## src/hw/rtl/ctt_pkg.sv

```systemverilog
// Shared constants, types and function codes of the character set translation table.
package ctt_pkg;

    localparam int SET_SIZE = 256;
    localparam int REF_BITS = 16;
    localparam int IDX_W    = (SET_SIZE > 2) ? $clog2(SET_SIZE) : 1;
    localparam int BYTE_W   = 8;
    localparam int FUNC_W   = 3;
    localparam int REF_IN_W = 16;

    typedef logic [IDX_W-1:0]    t_idx;
    typedef logic [REF_BITS-1:0] t_ref;
    typedef logic [BYTE_W-1:0]   t_byte;

    localparam t_idx LAST_IDX = t_idx'(SET_SIZE - 1);

    typedef enum logic [FUNC_W-1:0] {
        FN_LD_SRC = 3'd0,
        FN_LD_REP = 3'd1,
        FN_LD_TGT = 3'd2,
        FN_BUILD  = 3'd3,
        FN_CONV   = 3'd4
    } t_func;

    // Write request into the three reference code tables.
    typedef struct packed {
        logic we_src;
        logic we_rep;
        logic we_tgt;
        t_idx addr;
        t_ref data;
    } t_ld_req;

    // Write request into the translation map.
    typedef struct packed {
        logic  we;
        t_idx  addr;
        t_byte data;
    } t_map_wr;

endpackage

```

## src/hw/rtl/ctt_builder.sv

```systemverilog
// Map build sequencer: walks every code and scans the target table with one shared comparator.
module ctt_builder (
    input  logic             i_clk,
    input  logic             i_rst_n,
    input  logic             i_start,
    input  ctt_pkg::t_byte   i_default_char,
    input  ctt_pkg::t_ref    i_src_q,
    input  ctt_pkg::t_ref    i_rep_q,
    input  ctt_pkg::t_ref    i_tgt_q,
    output ctt_pkg::t_idx    o_rd_addr,
    output ctt_pkg::t_map_wr o_map_wr,
    output logic             o_busy,
    output logic             o_done
);
    import ctt_pkg::*;

    typedef enum logic [2:0] {
        S_IDLE,
        S_ZERO,
        S_FETCH,
        S_CHECK,
        S_SCAN,
        S_DONE
    } t_state;

    t_state r_state, n_state;
    t_idx   r_code, n_code;
    t_idx   r_k, n_k;
    t_ref   r_key, n_key;
    t_ref   r_rep, n_rep;
    logic   r_pass, n_pass;

    t_ref    w_cmp_a;
    logic    w_eq;
    logic    w_adv;
    t_byte   w_fallback;
    t_idx    w_rd_addr;
    t_map_wr w_map_wr;

    // The one comparator: source against target while checking a code,
    // the search key against each target entry while scanning.
    assign w_cmp_a    = (r_state == S_CHECK) ? i_src_q : r_key;
    assign w_eq       = (i_tgt_q == w_cmp_a);
    assign w_fallback = (i_default_char != '0) ? i_default_char : BYTE_W'(r_code);

    always_comb begin
        n_state   = r_state;
        n_code    = r_code;
        n_k       = r_k;
        n_key     = r_key;
        n_rep     = r_rep;
        n_pass    = r_pass;
        w_rd_addr = r_code;
        w_map_wr  = '0;
        w_adv     = 1'b0;
        case (r_state)
            S_IDLE: begin
                if (i_start) begin
                    n_state = S_ZERO;
                end
            end
            S_ZERO: begin
                w_map_wr.we = 1'b1;
                n_code      = t_idx'(1);
                n_state     = S_FETCH;
            end
            S_FETCH: begin
                n_state = S_CHECK;
            end
            S_CHECK: begin
                w_map_wr.addr = r_code;
                if (w_eq) begin
                    w_map_wr.we   = 1'b1;
                    w_map_wr.data = BYTE_W'(r_code);
                    w_adv         = 1'b1;
                end else if (i_src_q == '0) begin
                    w_map_wr.we   = 1'b1;
                    w_map_wr.data = w_fallback;
                    w_adv         = 1'b1;
                end else begin
                    n_key     = i_src_q;
                    n_rep     = i_rep_q;
                    n_pass    = 1'b0;
                    n_k       = t_idx'(1);
                    w_rd_addr = t_idx'(1);
                    n_state   = S_SCAN;
                end
            end
            S_SCAN: begin
                w_map_wr.addr = r_code;
                if (w_eq) begin
                    w_map_wr.we   = 1'b1;
                    w_map_wr.data = BYTE_W'(r_k);
                    w_adv         = 1'b1;
                end else if (r_k == LAST_IDX) begin
                    if (!r_pass && (r_rep != '0)) begin
                        n_key     = r_rep;
                        n_pass    = 1'b1;
                        n_k       = t_idx'(1);
                        w_rd_addr = t_idx'(1);
                    end else begin
                        w_map_wr.we   = 1'b1;
                        w_map_wr.data = w_fallback;
                        w_adv         = 1'b1;
                    end
                end else begin
                    n_k       = r_k + 1'b1;
                    w_rd_addr = r_k + 1'b1;
                end
            end
            S_DONE: begin
                n_state = S_IDLE;
            end
            default: begin
                n_state = S_IDLE;
            end
        endcase
        if (w_adv) begin
            if (r_code == LAST_IDX) begin
                n_state = S_DONE;
            end else begin
                n_code    = r_code + 1'b1;
                w_rd_addr = r_code + 1'b1;
                n_state   = S_FETCH;
            end
        end
    end

    always_ff @(posedge i_clk) begin
        if (!i_rst_n) begin
            r_state <= S_IDLE;
            r_pass  <= 1'b0;
        end else begin
            r_state <= n_state;
            r_pass  <= n_pass;
        end
        r_code <= n_code;
        r_k    <= n_k;
        r_key  <= n_key;
        r_rep  <= n_rep;
    end

    assign o_rd_addr = w_rd_addr;
    assign o_map_wr  = w_map_wr;
    assign o_busy    = (r_state != S_IDLE);
    assign o_done    = (r_state == S_DONE);

`ifndef NO_ASSERTIONS
    a_scan_from_one: assert property (@(posedge i_clk) disable iff (!i_rst_n)
        (r_state == S_SCAN) |-> (r_k != '0))
        else $error("target scan at index zero");
    a_second_key: assert property (@(posedge i_clk) disable iff (!i_rst_n)
        (r_state == S_SCAN) && r_pass |-> (r_key == r_rep) && (r_rep != '0))
        else $error("second search key is not the replacement code");
    a_done_after_write: assert property (@(posedge i_clk) disable iff (!i_rst_n)
        (r_state == S_DONE) |-> $past(w_map_wr.we) && ($past(r_code) == LAST_IDX))
        else $error("build finished before the last code was written");
`endif

endmodule

```

## config.mk

```make
export PLATFORM = sky130hd
export DESIGN_NAME = ctt_builder
export DESIGN_NICKNAME = d
export VERILOG_FILES = /design/src/hw/rtl/ctt_pkg.sv /design/src/hw/rtl/ctt_builder.sv
export SDC_FILE = /design/constraint.sdc
export NUM_CORES = 1
export LEC_CHECK = 0
export BUFFER_PORTS_ARGS = -buffer_cell sky130_fd_sc_hd__buf_2
export CAP_MARGIN = 20
export CORE_ASPECT_RATIO = 1.75
export CORE_UTILIZATION = 55
export DETAILED_ROUTE_END_ITERATION = 16
export GPL_TIMING_DRIVEN = 0
export PLACE_DENSITY = 0.82
export SETUP_SLACK_MARGIN = 0.1
export SYNTH_ARGS = -nofsm -noshare
export SYNTH_HDL_FRONTEND = slang
export SYNTH_SLANG_ARGS = --single-unit
export TNS_END_PERCENT = 5
```

## constraint.sdc

```tcl
create_clock -name i_clk -period 4.46 [get_ports i_clk]
set_input_delay 0.669 -clock i_clk [delete_from_list [all_inputs] [get_ports i_clk]]
set_output_delay 0.669 -clock i_clk [all_outputs]
set_load 0.05 [all_outputs]
```

==> results of run 1 <==
[final timing paths]
path	to	depth (start not counted)	slack (ns)
setup / recovery	o_rd_addr[3]	11	0.23
hold / removal	r_rep[1]	1	0.52
setup reg to reg	r_rep[11]	11	1.12
hold reg to reg	r_pass	1	0.54
[flip-flops by register name, summed over array words and instances (netlist names)]
register and cells:
r_key 16, r_code 8, r_state 3, r_pass 1
r_k 8, r_rep 16
[per-stage QoR]
stage	setup slack, ns	cell area [sq um]	utilization (%)
floorplan	0.6886	3500	-
global placement	0.2934	4025	65.12
finish	0.2274	4134	66.88
detailed placement	0.2986	4036	65.30
CTS	0.2637	4134	66.88
global route	0.1103	4134	66.88
[report_power, final]
group,total [W],switching [W],internal (W)
logic,0.000210,0.000132,0.0000780
clock network,0.000291,0.000176,0.000115
registers,0.000568,0.0000171,0.000551
total,0.00107,0.000325,0.000744
[worst reg2reg max path, delay by kind of cell, from the launching register on]
family | cells | cell delay, ns
AND/OR/NAND/NOR | 5 | 1.29
buffers and inverters | 5 | 1.17
flip-flops | 1 | 0.31
AO/OA/AOI/OAI | 1 | 0.27
[layout make-up]
class	count	area (sq um)	area share, %
clock inverters	3	25.02	0.6053
plain buffers	24	135.1	3.269
well taps	80	100.1	2.421
clock buffers	5	68.82	1.665
inverters	17	63.81	1.544
flip-flops and latches	52	1441	34.87
repair buffers	86	436.7	10.56
multi-input cells	307	1863	45.07
[placed cells by master, fill, tap and decap left out, types with 2 or more instances in the layout]
master     instances
a21boi_0           2
a211o_1            3
a2111oi_0          3
nor4_1             9
dfxtp_1           12
o211ai_1           5
buf_2             89
a221oi_2           2
and2_1             8
nand4_1            3
edfxtp_1          40
xnor2_1           14
or3_1              5
o21ai_0           13
nor3b_1            3
xor2_1             5
and3_1             5
nand2_1           74
nor4b_1            2
mux2_2             2
o22ai_1           13
o31ai_1            2
o211a_1            2
nor2_1            37
nor2b_1            7
inv_1             17
mux2i_1           15
a22oi_1            2
nand3_1           11
a21oi_1           19
a311o_1            2
or2_2              4
ha_1               2
nor3_1             4
buf_6              5
o31ai_2            2
inv_6              2
a21o_1             4
clkbuf_1          15
clkbuf_8           6
[kinds of logic (layout without fill, tap and decap cells)]
group	count (synthesis)	count (layout)	synth area share (%)
mux	17	17	4.934
fa+ha+maj	2	2	0.7149
flops	52	52	41.19
compound gates	88	88	18.13
xor+xnor	19	19	4.755
buf+inv	41	135	5.684
simple gates	181	181	24.60
[routing by layer]
layer	up-vias	track usage [%]	wire length [microns]
li1	1634	-	-
met1	1599	31.78	3697
met2	214	61.85	5478
met3	53	3.496	622
met4	0	24.42	734
met5	-	0	0
==> flow_metrics.py, run 1 <==
metrics = {
    "sta": {
        "setup_tns_ns": 0,
        "rsz0062_at_grt": "false",
        "slew_headroom_pct": 49.45,
        "hold_viol_final": 0,
        "setup_violations": 0,
        "worstMarginPinSlew_ns": 0.7539,
        "fmax_mhz": 236.3,
        "fin_worst_skew_ns": 0.006078,
        "fin_hold_ws_ns": 0.5162,
        "period_minus_slack_ns": 4.233,
        "slew_viol_final": 0,
        "post-route-period-util_pct": 94.90,
    },
    "flow_run": {
        "maxCapViolations": 0,
    },
    "setup_path": {
        "cp_common_cell": "buf_2",
        "cp.required_ns": 3.79,
        "path_max_fanout": 10,
        "worstSetupEndpointType": "output port",
        "critPathTopFamily": "compound AO/OA/AOI/OAI gates",
        "worstReg2RegStart": "r_state[0]",
        "crit_start": "r_state[0]",
        "cp_num_buf_inv": 3,
        "crit_chain": "buf_2 -> nand3b_1 -> buf_2 -> nand4_1 -> nor3_1 -> o211ai_1 -> o31ai_2 -> a32o_1 -> a21boi_0 -> a311o_1 -> buf_2",
        "setup.worst_path.start_class": "flop",
        "cp.arrival_ns": 3.56,
        "max_stage_delay_ns": 0.42,
        "worstSetupPathType": "reg -> out",
        "crit_slowest_cell": "a32o_1",
    },
    "place": {
        "gp_congestion": 0.9145,
        "port_buffers": 85,
        "post-place-cells": 566,
        "dp_hpwl_microns": 8222,
    },
    "logic_synthesis": {
        "synth_fp_nets": 461,
        "yosys.cell_count.top_type": "nand2_1",
        "async_reset_ff_share_pct": 0,
        "synthesis.area_sq_um": 3500,
        "syn_avg_cell_area_sq_um": 8.749,
        "ys_ff_latch": 52,
        "yosys_warnings": 0,
        "ys.flop_type": "edfxtp_1",
        "synth_top_area_cell": "edfxtp_1",
        "synthCells": 400,
        "synth-edff-count": 40,
        "synthTopCellsByArea": "edfxtp_1 (34%), nand2_1 (7.9%), dfxtp_1 (6.9%), mux2i_1 (4.3%), nor2_1 (4.0%)",
        "ys_seq_area_share_pct": 41.19,
        "yosysUniqueCellTypes": 62,
        "synth.top_cell.area_share_pct": 34.32,
        "yosys-top-cells-count": "nand2_1 (74), edfxtp_1 (40), nor2_1 (37)",
    },
    "routing": {
        "num_vias": 3500,
        "wirelength_microns": 10530,
        "viasPerCell": 6.098,
        "postRouteAntennaNets": 0,
        "wl_per_cell_microns": 18.35,
        "first_pass_iters": 5,
        "drcViolationCount": 0,
        "dr.first_iter.drc_count": 248,
    },
    "clock_network": {
        "clkSinkCount": 52,
        "cts_buffers": 5,
        "cts_tree": "yes",
        "clkLatencyLatePin_ns": 0.32,
        "clk_pin_slew_ns": 0.10,
        "clk_path_buf_depth": 2,
        "post_cts_buffers": 0,
        "root_buffer": "clkbuf_8",
        "hold_buffers": 0,
        "ctsResizeCount": 1,
        "cts.htree.levels": 2,
    },
    "pwr": {
        "powerDensity_nw_per_um2": 258.5,
        "peakVddDrop_uv": 165.0,
        "power_leakage_nw": 1.788,
        "power_w": 0.001069,
    },
    "layout": {
        "area_growth_syn_to_layout_pct": 18.13,
        "drive_gt1_share_pct": 24.49,
        "diodes": 0,
        "layout.cells.non_filler": 574,
        "nets": 554,
        "n_fill_cell": 562,
    },
    "floorplanning": {
        "core_sq_um": 6181,
        "rows": 38,
        "die-width_microns": 62.30,
        "die-area_sq_um": 6699,
        "die_h_microns": 107.5,
        "io_pins": 86,
        "start_util_pct": 56.62,
    },
    "global_routing": {
        "grtUsageTotal_pct": 32.55,
        "antenna_found_initial": 0,
        "grt_max_degree": 19,
        "grt.overflow.total": 0,
        "grt_pass1_wl_microns": 16480,
        "grt_pass1_vias": 3434,
    },
    "worst_hold_path": {
        "hold_path_class": "in -> reg",
        "min_from": "i_rep_q[1]",
    },
    "run_status": {
        "status": "complete, no violations",
    },
}
Power figures use the tool's default switching activity.
==> run 2: changes to the inputs <==
- CELL_PAD_IN_SITES_DETAIL_PLACEMENT: not set -> 0
- CELL_PAD_IN_SITES_GLOBAL_PLACEMENT: not set -> 1
- CORE_UTILIZATION: 55 -> 43
- PLACE_DENSITY: 0.82 -> not set
- PLACE_DENSITY_LB_ADDON: not set -> 0.1
==> flow_metrics.py, run 2 (synthesis results as in run 1) <==
metrics = {
    "run_status": {
        "status": "complete, no violations",
    },
    "routing": {
        "wirelength_microns": 10940,
        "dr.max_layer_used": "met4",
        "first_pass_iters": 4,
        "wl_met2_microns": 6225,
        "num_vias": 3334,
        "viasPerCell": 5.699,
        "dr_wl_met3_microns": 395,
        "wl_per_cell_microns": 18.70,
        "postRouteAntennaNets": 0,
        "dr.first_iter.drc_count": 133,
        "wl_met1_microns": 3829,
        "drcViolationCount": 0,
    },
    "flow_run": {
        "maxCapViolations": 0,
    },
    "setup_path": {
        "cp.required_ns": 3.79,
        "worstSetupPathType": "reg -> out",
        "worstReg2RegStart": "r_state[2]",
        "path_max_fanout": 10,
        "setup.worst_path.start_class": "flop",
        "crit_start": "r_state[2]",
        "worstSetupEndpointType": "output port",
        "reg2reg_depth": 11,
        "cp.arrival_ns": 3.46,
        "timing.rr.end": "r_rep[10]",
        "r2r_slack_ns": 1.23,
    },
    "pwr": {
        "power_leakage_nw": 1.818,
        "power_w": 0.001170,
        "peakVddDrop_uv": 193.6,
        "powerDensity_nw_per_um2": 278.2,
    },
    "sta": {
        "setup_tns_ns": 0,
        "worstMarginPinSlew_ns": 0.7741,
        "setup_violations": 0,
        "period_minus_slack_ns": 4.127,
        "hold_viol_final": 0,
        "rsz0062_at_grt": "false",
        "worst_slack_ns": 0.3327,
        "fin_worst_skew_ns": 0.003773,
        "slew_headroom_pct": 48.20,
        "slew_viol_final": 0,
        "fmax_mhz": 242.3,
        "post-route-period-util_pct": 92.54,
    },
    "global_routing": {
        "grt.overflow.total": 0,
        "grtUsageTotal_pct": 26.52,
        "antenna_found_initial": 0,
        "grt_pass1_wl_microns": 17110,
        "grt_max_degree": 17,
        "grt_pass1_vias": 3398,
    },
    "floorplanning": {
        "core_sq_um": 7909,
        "start_util_pct": 44.25,
        "rows": 43,
        "io_pins": 86,
        "die_h_microns": 121.3,
        "die-area_sq_um": 8517,
        "die-width_microns": 70.20,
    },
    "place": {
        "post-place-cells": 577,
        "port_buffers": 85,
        "dp_slack_ns": 0.4197,
        "gp_congestion": 0.8930,
        "place_area_sq_um": 4056,
        "dp_hpwl_microns": 8739,
    },
    "layout": {
        "drive_gt1_share_pct": 24.24,
        "area_growth_syn_to_layout_pct": 20.20,
        "final_common_cell": "buf_2",
        "nets": 555,
        "reg_top3": "r_key (16), r_rep (16)",
        "layout.cells.most_common_list": "buf_2 (89), nand2_1 (74), edfxtp_1 (40), nor2_1 (37), a21oi_1 (19)",
        "layout.cells.non_filler": 585,
        "post-route-cell-area_sq_um": 4207,
        "diodes": 0,
    },
    "clock_network": {
        "hold_buffers": 0,
        "root_buffer": "clkbuf_16",
        "ctsResizeCount": 0,
        "cts.htree.levels": 2,
        "cts_buffers": 5,
        "clkLatencyLatePin_ns": 0.29,
        "clk_path_buf_depth": 2,
        "post_cts_buffers": 0,
        "clkSinkCount": 52,
        "clk_pin_slew_ns": 0.07,
        "cts_tree": "yes",
    },
    "worst_hold_path": {
        "whs_path_depth": 1,
        "hold_end": "r_pass",
        "min_from": "r_pass",
        "hold_path_class": "reg -> reg",
    },
}
run 2: changes by cell type in the layout (fill, tap and decap cells not counted), sizes merged:
cell    delta
inv        -2
clkbuf     +2
buf        +1
run 2: power by group:
part	internal [W]	switching [W]	total [W]
clock	0.000224	0.000167	0.000391
combinational	0.0000789	0.000132	0.000211
sequential	0.000552	0.0000171	0.000569
total	0.000854	0.000316	0.00117
run 2: per-layer routing:
layer	vias up	GRT usage (%)
met3	25	2.326
li1	1636	-
met5	-	0
met4	0	13.50
met2	116	53.67
met1	1557	25.68
run 2: critical path, cell delays in order, from the launching register on:
cell	delay (ns)
dfxtp_1	0.33
buf_6	0.12
nand3b_1	0.13
buf_2	0.28
nand4_1	0.12
nor3_1	0.32
o211ai_1	0.27
o31ai_2	0.37
a32o_1	0.42
a21boi_0	0.37
a311o_1	0.16
buf_2	0.26
run 2: metrics by stage:
| step | util [%] | hold WS (ns) |
|---|---|---|
| after floorplan | - | 0.4730 |
| after global placement | 51.05 | 0.5056 |
| after detailed placement | 51.29 | 0.5199 |
| after CTS | 53.19 | 0.5369 |
| after global routing | 53.19 | 0.5464 |
| final | 53.19 | 0.5436 |
run 2: worst max-delay path by stage:
stage,cells past startpoint,to
5_1_grt,10,o_rd_addr[3]
3_5_place_dp,10,o_rd_addr[3]
2_1_floorplan,10,o_map_wr[5]
6_report,11,o_rd_addr[3]
3_3_place_gp,10,o_rd_addr[3]
4_1_cts,11,o_rd_addr[3]
run 2: final cells by class:
| cell class | count | area [sq um] |
|---|---|---|
| clock buffer | 7 | 142.6 |
| multi-input combinational | 307 | 1859 |
| fill | 818 | 3702 |
| timing repair buffer | 87 | 444.2 |
| inverter | 17 | 63.81 |
| buffer | 24 | 135.1 |
| sequential | 52 | 1441 |
| tap | 90 | 112.6 |
| clock inverter | 1 | 7.507 |
==> run 3: changes to the inputs <==
- CAP_MARGIN: 20 -> not set
- CORE_UTILIZATION: 43 -> 40
==> flow_metrics.py, run 3 (synthesis results as in run 1) <==
metrics = {
    "run_status": {
        "status": "complete, no violations",
    },
    "setup_path": {
        "worstSetupPathType": "reg -> out",
        "reg2reg_depth": 11,
        "worstReg2RegStart": "r_state[2]",
        "timing.rr.end": "r_rep[5]",
        "cp.required_ns": 3.79,
        "crit_start": "r_k[0]",
        "cp.arrival_ns": 3.46,
        "r2r_slack_ns": 1.22,
        "path_max_fanout": 14,
        "worstSetupEndpointType": "output port",
        "endpoint": "o_rd_addr[3]",
        "setup.worst_path.start_class": "flop",
    },
    "layout": {
        "layout.cells.most_common_list": "buf_2 (89), nand2_1 (74), edfxtp_1 (40), nor2_1 (36), a21oi_1 (19)",
        "drive_gt1_share_pct": 24.54,
        "area_growth_syn_to_layout_pct": 20.74,
        "nets": 553,
        "reg_top3": "r_key (16), r_rep (16)",
        "final_common_cell": "buf_2",
        "n_fill_cell": 883,
        "diodes": 0,
    },
    "routing": {
        "num_vias": 3331,
        "first_pass_iters": 4,
        "drcViolationCount": 0,
        "wl_per_cell_microns": 18.60,
        "wirelength_microns": 11310,
        "postRouteAntennaNets": 0,
        "viasPerCell": 5.479,
        "dr.first_iter.drc_count": 132,
    },
    "global_routing": {
        "grtUsageTotal_pct": 25.53,
        "use_met3_pct": 3.040,
        "met2_usage_pct": 48.76,
        "antenna_found_initial": 0,
        "grt_pass1_vias": 3318,
        "grt-busiest-layer": "met2",
        "grt_max_degree": 19,
        "grtUsageMet1_pct": 25.29,
        "grt.overflow.total": 0,
        "grt_pass1_wl_microns": 17220,
    },
    "clock_network": {
        "clk_pin_slew_ns": 0.08,
        "hold_buffers": 0,
        "cts_tree": "yes",
        "cts.htree.levels": 2,
        "clk_path_buf_depth": 2,
        "cts_buffers": 5,
        "clkSinkCount": 52,
        "clkLatencyLatePin_ns": 0.30,
        "post_cts_buffers": 0,
        "ctsResizeCount": 1,
        "root_buffer": "clkbuf_16",
    },
    "sta": {
        "fin_worst_skew_ns": 0.009497,
        "slew_headroom_pct": 41.82,
        "slew_viol_final": 0,
        "fmax_mhz": 241.9,
        "fin_hold_ws_ns": 0.5347,
        "worstMarginPinSlew_ns": 0.8717,
        "setup_tns_ns": 0,
        "period_minus_slack_ns": 4.134,
        "hold_viol_final": 0,
        "setup_violations": 0,
        "rsz0062_at_grt": "false",
        "post-route-period-util_pct": 92.68,
    },
    "floorplanning": {
        "rows": 44,
        "io_pins": 86,
        "die-width_microns": 72.71,
        "core_sq_um": 8368,
        "start_util_pct": 41.82,
        "die_h_microns": 125.7,
        "die-area_sq_um": 9142,
    },
    "place": {
        "dp_hpwl_microns": 9034,
        "port_buffers": 85,
        "gp_congestion": 0.8744,
    },
    "pwr": {
        "powerDensity_nw_per_um2": 280.2,
        "power_frac_seq_pct": 48.0,
        "pwr-share-clk_pct": 34.2,
        "power_leakage_nw": 1.807,
        "p_sw_w": 0.0003433,
        "power_frac_comb_pct": 17.8,
        "peakVddDrop_uv": 152.9,
        "internal_power_w": 0.0008406,
        "p_sw_share_pct": 28.99,
    },
    "flow_run": {
        "maxCapViolations": 0,
    },
    "worst_hold_path": {
        "hold_path_class": "in -> reg",
    },
}
[run 3: cell types whose count changed in the layout (fill, tap and decap cells not counted), sizes merged]
cell / before / now
inv: 17 / 19
clkbuf: 23 / 21
buf: 95 / 93
[run 3: layout make-up]
type	instances	area (sq um)	share of cell area (%)
timing repair buffer	85	425.4	10.07
multi-input combinational	307	1866	44.15
tap	115	143.9	3.405
sequential	52	1441	34.11
buffer	24	135.1	3.198
clock inverter	3	25.02	0.5922
inverter	17	63.81	1.510
clock buffer	5	125.1	2.961
[run 3: critical path, cell delays in order, from the launching register on]
cell      delay [ns]
edfxtp_1        0.51
ha_1            0.33
nand4_1         0.23
or2_2           0.20
clkbuf_1        0.37
nand2_1         0.13
a21boi_2        0.62
inv_1           0.21
a311o_1         0.36
buf_2           0.21
[run 3: power by group through the flow]
| stage | sequential (W) | clock (W) | combinational, W |
|---|---|---|---|
| after floorplan | 0.000573 | 0 | 0.000132 |
| after global placement | 0.000579 | 0 | 0.000208 |
| after detailed placement | 0.000580 | 0 | 0.000211 |
| after CTS | 0.000568 | 0.000412 | 0.000212 |
| after global routing | 0.000571 | 0.000429 | 0.000229 |
| final | 0.000568 | 0.000405 | 0.000211 |
[run 3: worst min path at each step]
stage                     startpoint       end  slack (ns)  depth (start not counted)
final                     i_rep_q[2]  r_rep[2]        0.53                          1
after global routing      i_rep_q[0]  r_rep[0]        0.53                          1
after CTS                 i_rep_q[0]  r_rep[0]        0.53                          1
after detailed placement    r_rep[2]  r_key[2]        0.53                          2
after global placement      r_rep[0]  r_key[0]        0.53                          2
after floorplan               r_pass    r_pass        0.47                          1
[run 3: per-layer routing]
layer	routed length (microns)	up-vias
met2	6247	120
li1	-	1632
met5	0	-
met4	613	0
met3	419	28
met1	4030	1551
[run 3: through the flow]
step	setup slack, ns	utilization [%]	std cells	instance area, sq um	power (W)
global placement	0.1516	48.62	600	4069	0.0007868
CTS	0.3277	50.46	608	4223	0.001193
detailed placement	0.1966	48.62	600	4069	0.0007904
finish	0.3265	50.49	608	4225	0.001184
global route	0.1031	50.49	608	4225	0.001229
floorplan	0.6886	-	400	3500	0.0007053
